`config.mk`:
```
export PLATFORM = sky130hd
export DESIGN_NAME = preemptive_priority_tick_scheduler
export DESIGN_NICKNAME = d
export VERILOG_FILES = /design/src/hdl/ppts_pkg.sv /design/src/hdl/ppts_ram.sv /design/src/hdl/ppts_sel.sv /design/src/hdl/preemptive_priority_tick_scheduler.sv
export SDC_FILE = /design/constraint.sdc
export NUM_CORES = 2
export LEC_CHECK = 0
export BUFFER_PORTS_ARGS = -buffer_cell sky130_fd_sc_hd__buf_2
export CORE_MARGIN = 2
export CORE_UTILIZATION = 56
export CTS_BUF_LIST = sky130_fd_sc_hd__clkbuf_16
export CTS_CLUSTER_DIAMETER = 60
export DETAILED_ROUTE_END_ITERATION = 6
export MAX_ROUTING_LAYER = met4
export PLACE_DENSITY = 0.75
export SETUP_SLACK_MARGIN = 0.1
export SYNTH_ARGS = -nofsm -noshare
export SYNTH_HDL_FRONTEND = slang
export SYNTH_SLANG_ARGS = --single-unit
```
`constraint.sdc`:
```
create_clock -name clk_i -period 4.71 [get_ports clk_i]
set_input_delay 0.942 -clock clk_i [delete_from_list [all_inputs] [get_ports clk_i]]
set_output_delay 0.942 -clock clk_i [all_outputs]
set_load 0.005 [all_outputs]
```
`src/hdl/ppts_pkg.sv`:
```
`default_nettype none

package ppts_pkg;

  typedef enum logic [1:0] {
    STAT_LOADED = 2'd0,
    STAT_FULL   = 2'd1,
    STAT_RAN    = 2'd2,
    STAT_IDLE   = 2'd3
  } status_e;

  typedef enum logic [1:0] {
    S_IDLE = 2'd0,
    S_SCAN = 2'd1,
    S_FIN  = 2'd2
  } state_e;

  localparam logic FUNC_LOAD = 1'b0;
  localparam logic FUNC_TICK = 1'b1;

  // one slot of the task table
  typedef struct packed {
    logic [7:0]  tid;
    logic [15:0] arrival;
    logic [15:0] burst;
    logic [15:0] remain;
    logic [7:0]  prio;
  } task_t;

  localparam int unsigned TaskW = $bits(task_t);

  // control from the sequencer to the selector
  typedef struct packed {
    logic clear;
    logic valid;
  } sel_ctl_t;

endpackage

`default_nettype wire

```
`src/hdl/ppts_ram.sv`:
```
`default_nettype none

module ppts_ram #(
  parameter int unsigned WIDTH = 64,
  parameter int unsigned DEPTH = 16
) (
  input  wire logic                     clk_i,
  input  wire logic                     we_i,
  input  wire logic [$clog2(DEPTH)-1:0] waddr_i,
  input  wire logic [WIDTH-1:0]         wdata_i,
  input  wire logic                     re_i,
  input  wire logic [$clog2(DEPTH)-1:0] raddr_i,
  output logic      [WIDTH-1:0]         rdata_o
);

  logic [WIDTH-1:0] mem_q [DEPTH];
  logic [WIDTH-1:0] rdata_q;

  always_ff @(posedge clk_i) begin
    if (we_i) begin
      mem_q[waddr_i] <= wdata_i;
    end
    if (re_i) begin
      rdata_q <= mem_q[raddr_i];
    end
  end

  assign rdata_o = rdata_q;

endmodule

`default_nettype wire

```
`src/hdl/ppts_sel.sv`:
```
`default_nettype none

module ppts_sel import ppts_pkg::*; #(
  parameter int unsigned IW = 4
) (
  input  wire logic          clk_i,
  input  wire logic          rst_ni,
  input  wire sel_ctl_t      ctl_i,
  input  wire logic [IW-1:0] slot_i,
  input  wire task_t         entry_i,
  input  wire logic [15:0]   clock_now_i,
  output logic               found_o,
  output task_t              best_o,
  output logic [IW-1:0]      slot_o
);

  logic          found_q, found_d;
  task_t         best_q, best_d;
  logic [IW-1:0] slot_q, slot_d;
  logic          ready, better;

  assign ready = (entry_i.remain != 16'd0) && (entry_i.arrival <= clock_now_i);
  // strict compares keep the lower slot on a full tie
  assign better = !found_q ||
                  (entry_i.prio > best_q.prio) ||
                  ((entry_i.prio == best_q.prio) && (entry_i.arrival < best_q.arrival));

  always_comb begin
    found_d = found_q;
    best_d  = best_q;
    slot_d  = slot_q;
    if (ctl_i.clear) begin
      found_d = 1'b0;
    end else if (ctl_i.valid && ready && better) begin
      found_d = 1'b1;
      best_d  = entry_i;
      slot_d  = slot_i;
    end
  end

  always_ff @(posedge clk_i or negedge rst_ni) begin
    if (!rst_ni) begin
      found_q <= 1'b0;
    end else begin
      found_q <= found_d;
    end
  end

  always_ff @(posedge clk_i) begin
    best_q <= best_d;
    slot_q <= slot_d;
  end

  assign found_o = found_q;
  assign best_o  = best_q;
  assign slot_o  = slot_q;

endmodule

`default_nettype wire

```
`src/hdl/preemptive_priority_tick_scheduler.sv`:
```
`default_nettype none

// Preemptive priority tick scheduler. The task table sits in one single-port-read RAM
// of MAX_TASKS slots. A load beat is taken while idle and its result strobes on
// done_o in the following cycle; a new beat may be started in that same cycle. A tick beat
// reads the loaded slots one per cycle through the RAM read port, so busy stays high
// through the scan and the write-back of the picked slot, and the result strobes in the
// cycle busy falls; a tick on an empty table answers like a load. Results are shown
// for exactly one cycle on done_o and cannot be held off by the receiver.
module preemptive_priority_tick_scheduler import ppts_pkg::*; #(
  parameter int unsigned MAX_TASKS = 16
) (
  input  wire logic        clk_i,
  input  wire logic        rst_ni,
  input  wire logic        start,
  output logic             busy,
  input  wire logic        func_i,
  input  wire logic [7:0]  task_id_i,
  input  wire logic [15:0] arrival_time_i,
  input  wire logic [15:0] burst_time_i,
  input  wire logic [7:0]  priority_value_i,
  output logic             done_o,
  output logic [1:0]       status_o,
  output logic [7:0]       ran_id_o,
  output logic             finished_o,
  output logic [15:0]      completion_time_o,
  output logic [15:0]      turnaround_time_o,
  output logic [15:0]      waiting_time_o,
  output logic             all_done_o
);

  localparam int unsigned IW = $clog2(MAX_TASKS);
  localparam int unsigned CW = $clog2(MAX_TASKS + 1);

  state_e        state_q, state_d;
  logic [IW-1:0] slot_q, slot_d;
  logic [CW-1:0] count_q, count_d;
  logic [CW-1:0] live_q, live_d;
  logic [15:0]   clock_q, clock_d;

  logic          done_q, done_d;
  status_e       status_q, status_d;
  logic [7:0]    ran_id_q, ran_id_d;
  logic          fin_q, fin_d;
  logic [15:0]   comp_q, comp_d;
  logic [15:0]   tat_q, tat_d;
  logic [15:0]   wait_q, wait_d;
  logic          all_done_q, all_done_d;

  logic          accept;
  logic          full;
  logic          last_slot;
  logic          rd_en, wr_en;
  logic [IW-1:0] rd_addr, wr_addr;
  task_t         wr_data, rd_data, load_entry, best;
  logic [TaskW-1:0] rd_word;
  sel_ctl_t      sel_ctl;
  logic          found;
  logic [IW-1:0] pick_slot;
  logic [15:0]   clock_inc;

  assign accept    = start && !busy;
  assign full      = (count_q == CW'(MAX_TASKS));
  assign last_slot = ({{(CW - IW){1'b0}}, slot_q} == (count_q - CW'(1)));
  assign clock_inc = clock_q + 16'd1;
  assign rd_data   = task_t'(rd_word);

  assign load_entry = '{
    tid:     task_id_i,
    arrival: arrival_time_i,
    burst:   burst_time_i,
    remain:  burst_time_i,
    prio:    priority_value_i
  };

  ppts_ram #(
    .WIDTH(TaskW),
    .DEPTH(MAX_TASKS)
  ) u_ram (
    .clk_i  (clk_i),
    .we_i   (wr_en),
    .waddr_i(wr_addr),
    .wdata_i(wr_data),
    .re_i   (rd_en),
    .raddr_i(rd_addr),
    .rdata_o(rd_word)
  );

  ppts_sel #(
    .IW(IW)
  ) u_sel (
    .clk_i      (clk_i),
    .rst_ni     (rst_ni),
    .ctl_i      (sel_ctl),
    .slot_i     (slot_q),
    .entry_i    (rd_data),
    .clock_now_i(clock_q),
    .found_o    (found),
    .best_o     (best),
    .slot_o     (pick_slot)
  );

  // next state
  always_comb begin
    state_d = state_q;
    unique case (state_q)
      S_IDLE: begin
        if (accept && (func_i == FUNC_TICK) && (count_q != '0)) begin
          state_d = S_SCAN;
        end
      end
      S_SCAN: begin
        if (last_slot) begin
          state_d = S_FIN;
        end
      end
      S_FIN: begin
        state_d = S_IDLE;
      end
      default: begin
        state_d = S_IDLE;
      end
    endcase
  end

  // memory and selector control
  always_comb begin
    busy    = 1'b0;
    rd_en   = 1'b0;
    rd_addr = '0;
    wr_en   = 1'b0;
    wr_addr = '0;
    wr_data = load_entry;
    sel_ctl = '0;
    unique case (state_q)
      S_IDLE: begin
        rd_en         = accept;
        sel_ctl.clear = accept;
        wr_en         = accept && (func_i == FUNC_LOAD) && !full;
        wr_addr       = count_q[IW-1:0];
      end
      S_SCAN: begin
        busy          = 1'b1;
        rd_en         = !last_slot;
        rd_addr       = slot_q + IW'(1);
        sel_ctl.valid = 1'b1;
      end
      S_FIN: begin
        busy           = 1'b1;
        wr_en          = found;
        wr_addr        = pick_slot;
        wr_data        = best;
        wr_data.remain = best.remain - 16'd1;
      end
      default: begin
        busy = 1'b1;
      end
    endcase
  end

  // counters and result beat
  always_comb begin
    slot_d     = (state_q == S_SCAN) ? slot_q + IW'(1) : '0;
    count_d    = count_q;
    live_d     = live_q;
    clock_d    = clock_q;
    done_d     = 1'b0;
    status_d   = STAT_LOADED;
    ran_id_d   = '0;
    fin_d      = 1'b0;
    comp_d     = '0;
    tat_d      = '0;
    wait_d     = '0;
    if ((state_q == S_IDLE) && accept) begin
      done_d = 1'b1;
      if (func_i == FUNC_LOAD) begin
        if (full) begin
          status_d = STAT_FULL;
        end else begin
          count_d = count_q + CW'(1);
          if (burst_time_i != 16'd0) begin
            live_d = live_q + CW'(1);
          end
        end
      end else if (count_q == '0) begin
        status_d = STAT_IDLE;
        clock_d  = clock_inc;
      end else begin
        done_d = 1'b0;
      end
    end else if (state_q == S_FIN) begin
      done_d  = 1'b1;
      clock_d = clock_inc;
      if (found) begin
        status_d = STAT_RAN;
        ran_id_d = best.tid;
        if (best.remain == 16'd1) begin
          fin_d  = 1'b1;
          comp_d = clock_inc;
          tat_d  = clock_inc - best.arrival;
          wait_d = clock_inc - best.arrival - best.burst;
          live_d = live_q - CW'(1);
        end
      end else begin
        status_d = STAT_IDLE;
      end
    end
    all_done_d = (live_d == '0);
  end

  always_ff @(posedge clk_i or negedge rst_ni) begin
    if (!rst_ni) begin
      state_q <= S_IDLE;
      slot_q  <= '0;
      count_q <= '0;
      live_q  <= '0;
      clock_q <= '0;
      done_q  <= 1'b0;
    end else begin
      state_q <= state_d;
      slot_q  <= slot_d;
      count_q <= count_d;
      live_q  <= live_d;
      clock_q <= clock_d;
      done_q  <= done_d;
    end
  end

  always_ff @(posedge clk_i) begin
    status_q   <= status_d;
    ran_id_q   <= ran_id_d;
    fin_q      <= fin_d;
    comp_q     <= comp_d;
    tat_q      <= tat_d;
    wait_q     <= wait_d;
    all_done_q <= all_done_d;
  end

  assign done_o            = done_q;
  assign status_o          = status_q;
  assign ran_id_o          = ran_id_q;
  assign finished_o        = fin_q;
  assign completion_time_o = comp_q;
  assign turnaround_time_o = tat_q;
  assign waiting_time_o    = wait_q;
  assign all_done_o        = all_done_q;

endmodule

`default_nettype wire

```
After elaboration in Yosys (flattened, before gate mapping) --
Memories as Yosys holds them, arrays and structs flattened. A register that Yosys moved wholly into a read port is not among the register bits. Index checks and enable logic that the tools add are counted.
Word-level totals: flip-flop bits (word level) 162, bits in latches 0, bits in writable memories 1024, bits in read-only memories 0, input bits 52, memories 1
Memories:
- u_ram.mem_q | depth 16, width 64, read ports 1, clocked after Yosys merged registers in 1, wr ports 1, line ppts_ram.sv:16 | logic [WIDTH-1:0] mem_q [DEPTH];
Operators by class: add/subtract/negate cells 9, multipliers 0, divide/modulo/power cells 0, magnitude comparators 3, equal/unequal tests 10, shift-type cells 0, multiplexer cells 37, bitwise gates (word level) 6, reductions and logical operators 29
Operator list (count):
- 16-bit two-way mux | 4
- 64-bit two-way mux | 1
- 5-bit two-way mux | 7
- 16-bit nonzero test | 2
- 16-bit subtractor | 2
- 16-bit by 1-bit adder with 16-bit output (second input constant) | 1
- 16-bit by 1-bit equality test with 1-bit output (second input constant) | 1
- 16-bit <= comparator | 1
- 16-bit < comparator | 1
- 16-bit by 1-bit subtractor with 16-bit output (second input constant) | 1
- 1-bit two-way mux | 14
- 2-bit two-way mux | 6
- 5-bit by 1-bit adder with 5-bit output (second input constant) | 2
- 1-bit logical AND | 10
- 5-bit logical NOT | 2
- 5-bit by 1-bit subtractor with 5-bit output (second input constant) | 2
- 8-bit equality test | 1
- 8-bit greater-than comparator | 1
- 4-bit case mux with 2 select lines | 1
- 1-bit inverter | 6
- 3-bit AND reduction | 2
- 4-bit by 5-bit equality test with 1-bit output | 1
- 5-bit equality test (second input constant) | 1
- 5-bit nonzero test | 1
- other kinds (15) | 23

Longest topological paths before layout --
depth in word-level cells 7, mapped depth 19

Cells and area by module --
A second synthesis with hierarchy kept.
Second synthesis, totals: cells, all modules 2579, area, all modules 49192.2 um2
Modules (own cells, without submodules):
- ppts_ram | instances 1, cells each 1647, area each 40223.6 um2, seq. area each 32671.3 um2
- preemptive_priority_tick_scheduler | instances 1, cells each 719, area each 5873.1 um2, seq. area each 2026.9 um2
- ppts_sel | instances 1, cells each 213, area each 3095.5 um2, seq. area each 2067.0 um2

Worst setup path after synthesis --
OpenSTA, ideal clock, no wires.
kind input port to flip-flop, start point in start, end point mem u_ram.mem_q[5][0] (enable), arrival 5.101 ns, data required time 4.224 ns, path slack -0.877 ns, cell stages on the path 6, cell sequence or3b_1 > clkbuf_1 > a311oi_4 > nor2_1 > or4_1 > nor2_1
Between the ends: longest elaborated chain between the ends 6
RTL lines:
- from (decl) | line preemptive_priority_tick_scheduler.sv:15 | input wire logic start,
- 1-bit logical AND | line preemptive_priority_tick_scheduler.sv:62 | assign accept = start && !busy;
- 1-bit logical AND (2 in a row) | line preemptive_priority_tick_scheduler.sv:139 | wr_en = accept && (func_i == FUNC_LOAD) && !full;
- 1-bit case mux with 2 select lines | line preemptive_priority_tick_scheduler.sv:135 | unique case (state_q)
- 1-bit two-way mux | line ppts_ram.sv:20 | if (we_i) begin
- 1-bit two-way mux (not written as such) | line ppts_ram.sv:21 | mem_q[waddr_i] <= wdata_i;
- to (decl) | line ppts_ram.sv:16
Every way passes these cells.

Final worst setup path --
start point reg clock_q[1], end point reg wait_q[15] (netlist: waiting_time_o[15])
Between the ends: longest elaborated chain between the ends 3
RTL lines:
- from (decl) | line preemptive_priority_tick_scheduler.sv:39 | logic [15:0] clock_q, clock_d;
- from (signal assigned) | line preemptive_priority_tick_scheduler.sv:224 | clock_q <= clock_d;
- 16-bit by 1-bit adder with 16-bit output | line preemptive_priority_tick_scheduler.sv:65 | assign clock_inc = clock_q + 16'd1;
- 16-bit subtractor (2 in a row) | line preemptive_priority_tick_scheduler.sv:201 | wait_d = clock_inc - best.arrival - best.burst;
- to (signal assigned) | line preemptive_priority_tick_scheduler.sv:235 | wait_q <= wait_d;
- to (decl) | line preemptive_priority_tick_scheduler.sv:47 | logic [15:0] wait_q, wait_d;
Every way passes these cells. A chain may end at the register's enable or synchronous reset.

==> flow_summary_export.csv <==
group,metric,value,unit
outcome,status,"finished clean",
grt,grt_use_met2,42.40,%
floorplanning,die_area,90530,um^2
layout,layout-drive-gt1-share,20.40,%
grt,grt_overflow_total,0,
setup_path,worst-path-max-fanout,5,
floorplanning,core-area,87020,um^2
clock_tree,clk_latency,0.70,ns
layout,synthToLayoutAreaGrowth,13.63,%
grt,grt_pass1_vias,28000,
setup_path,crit_required,5.32,ns
floorplanning,die_y,300.9,um
pwr,power_leakage,18.74,nW
layout,finalInstanceArea,56080,um^2
placed_design,gp_congestion,0.8583,
floorplanning,die_x,300.9,um
pwr,fin_total_pwr,35.95,mW
synthesis,yosys_most_used_dff,"edfxtp_1",
sta,post-route-period-util,92.36,%
drt,drt_iter0_drc,3417,
drt,ant_nets,0,
clock_tree,cts_buffer_depth,3,
sta,fin_tns_setup,0,ns
layout,most-common-layout-cells,"1156 x edfxtp_1, 235 x nand2_1, 192 x mux4_2, 128 x o221ai_1, 120 x clkbuf_16",
floorplanning,io_pins,114,
synthesis,netlist_instances,2801,
synthesis,synth.avg_cell_area,17.62,um^2
drt,viasPerCell,6.494,
run,maxCapViolCount,0,
synthesis,syn_nets,2933,
floorplanning,start_util,56.72,%
drt,vias,27560,
pwr,ir_drop,0.5346,mV
floorplanning,rows,108,
grt,grtUsageMet3,4.509,%
setup_path,crit_type,"register to register",
sta,slew_headroom,11.22,%
clock_tree,numCtsBuffers,119,
sta,drv_slew,0,
clock_tree,post-cts-setup-buffers,0,
layout,fin_nets,3121,
grt,busiest_layer,"met2",
sta,hold_viol_final,0,
sta,rsz0062_at_grt,"false",
layout,final_common_cell,"edfxtp_1",
layout,n_antenna_cell,0,
clock_tree,cts_num_sinks,1250,
grt,grt_first_pass_wirelength,175.6,mm
synthesis,netlist_area,49360,um^2
synthesis,synthArstFlopShare,2.720,%
synthesis,post_synth_num_cell_types,68,
grt,grt_usage,26.91,%
grt,grt_max_degree,99,
synthesis,synth-seq-cells,1250,
clock_tree,path_clk_slew,0.06,ns
hold_path,hold_class,"input pin to asynchronous set/reset pin",
setup_path,startpoint_type,"register",
sta,worst_pin_slew,1.318,ns
placed_design,place_area,52220,um^2
placed_design,hpwlAfterDp,67.00,mm
synthesis,yosysWarningCount,0,
setup_path,end_kind,"register",
drt,wirelength,117.8,mm
pwr,powerDensity,641.1,nW/um^2
synthesis,yosysSeqAreaShare,74.49,%
sta,fin_crit,4.350,ns
grt,antenna_found_initial,1,
sta,clock_skew,0.03060,ns
clock_tree,cts_tree,"built",
setup_path,crit_arrival,4.96,ns
clock_tree,htreeDepth,3,
synthesis,synth_edf_count,1156,
placed_design,port_buffers,113,
sta,fmax,229.9,MHz
drt,drc,0,
sta,setup_viol,0,
grt,grt_use_met1,36.64,%
clock_tree,clock-root-buffer,"clkbuf_16",
drt,avgRoutedWirePerCell,27.77,um
drt,first_pass_iters,6,
[worst max-delay path: stages, from the launching register on]
cell and delay, ns:
dfrtp_1 0.40, ha_1 0.23, nand3_2 0.15, nor4_4 0.32
and3_4 0.26, nand3_1 0.10, xnor2_1 0.24, ha_1 0.33
a21o_1 0.20, a41oi_1 0.18, a21oi_1 0.13, xor2_1 0.21
ha_1 0.41, nand2_1 0.11, nor3_1 0.17, o21ai_0 0.10
o21ai_0 0.21, xor2_1 0.18, xnor3_1 0.23, nor2_1 0.12
[timing repair]
item                                    CTS  global route
endpoints found under the setup margin    0             2
gates resized for setup                   0             8
hold buffers                              0             0
endpoints found under the hold margin     0             0
[cells in the mapped netlist, types with 2 or more instances]
library cell / count / area [um^2]
and2_1: 32 / 200.2
a211oi_1: 69 / 518.0
nor3_1: 11 / 55.05
and3_1: 11 / 68.82
xnor2_1: 62 / 543.0
a31oi_1: 70 / 437.9
ha_1: 78 / 975.9
xor2_1: 23 / 201.4
o32ai_1: 2 / 17.52
nand2b_1: 9 / 56.30
o31a_1: 2 / 17.52
or3_1: 2 / 12.51
inv_1: 71 / 266.5
a21oi_1: 97 / 485.5
o2111a_1: 2 / 22.52
mux4_2: 192 / 4324
edfxtp_1: 1156 / 34710
o21ai_0: 72 / 360.4
clkbuf_1: 100 / 375.4
mux2i_1: 2 / 20.02
inv_2: 2 / 7.510
fa_1: 2 / 40.04
nor4_2: 2 / 25.02
nand4_1: 18 / 112.6
dfxtp_1: 60 / 1201
nand2_1: 239 / 897.1
a21o_1: 18 / 135.1
buf_1: 17 / 63.81
o21a_1: 9 / 67.56
o31ai_1: 4 / 30.03
nor2_1: 92 / 345.3
nor4b_1: 2 / 17.52
dfrtp_1: 34 / 850.8
nor2b_1: 6 / 37.54
nor4_1: 15 / 93.84
nand3_1: 20 / 100.1
o221ai_1: 128 / 1121
buf_2: 36 / 180.2
o211ai_1: 5 / 37.54
[per-stage QoR]
step	std cells	hold slack (ns)	worst slack, ns	utilization (%)
after floorplan	2801	0.4003	-0.8775	-
after global placement	4022	0.4005	0.2858	60.01
after detailed placement	4022	0.4045	0.2220	60.01
after CTS	4242	0.3459	0.1597	64.39
after global routing	4243	0.3999	0.09943	64.45
final	4243	0.3631	0.3599	64.45
[cells by family (layout without fill, tap and decap cells)]
kind of cell,Yosys count,after routing,synth area share (%)
DFF,1250,1250,74.49
xor gates and xnor gates,87,87,1.587
adders and majority gates,80,80,2.058
and+or+nand+nor,468,468,4.289
AOI/OAI and AO/OA,495,495,6.956
muxes,194,194,8.802
buffers and inverters,227,514,1.818
[routing by layer]
metal,up-vias,wire length (um)
li1,11620,-
met1,14120,46330
met2,1602,57460
met3,214,11190
met4,0,2847
met5,-,0
[report_power, final]
| part | internal, mW | leakage, nW | total (mW) | switching (mW) |
|---|---|---|---|---|
| sequential | 14.2 | 11.4 | 14.8 | 0.637 |
| combinational | 4.46 | 5.43 | 11.9 | 7.40 |
| clock | 5.19 | 1.93 | 9.28 | 4.10 |
[state kept, by name (all words and copies together), names as in the netlist]
| register | count |
|---|---|
| live_q | 5 |
| waiting_time_o | 16 |
| done_o | 1 |
| count_q | 5 |
| clock_q | 16 |
| finished_o | 1 |
| turnaround_time_o | 16 |
| u_ram.mem_q | 1024 |
| slot_q | 4 |
| u_sel.best_o | 64 |
| all_done_o | 1 |
| status_o | 2 |
| ran_id_o | 8 |
| state_q | 2 |
| u_sel.found_o | 1 |
| u_ram.rdata_o | 64 |
| completion_time_o | 16 |
| u_sel.slot_o | 4 |
[final cells by class]
cell class | count | area, um^2
inverters | 74 | 285.3
clock inverters | 100 | 804.5
multi-input cells | 1324 | 11910
well taps | 1155 | 1445
repair buffers | 220 | 1869
fillers | 5720 | 30940
clock buffers | 120 | 3003
flip-flops and latches | 1250 | 36770
[worst paths after layout]
path | from | to | slack [ns] | depth (start not counted)
min in group clk_i | u_ram.rdata_o[28] | u_sel.best_o[28] | 0.41 | 0
max | clock_q[1] | waiting_time_o[15] | 0.36 | 19
min reg2reg | u_ram.rdata_o[28] | u_sel.best_o[28] | 0.41 | 0
max reg2reg | clock_q[1] | waiting_time_o[15] | 0.36 | 19
max in group asynchronous | rst_ni | slot_q[0] | 3.73 | 1
min | rst_ni | slot_q[3] | 0.36 | 1
(Power assumes the default switching activity.)
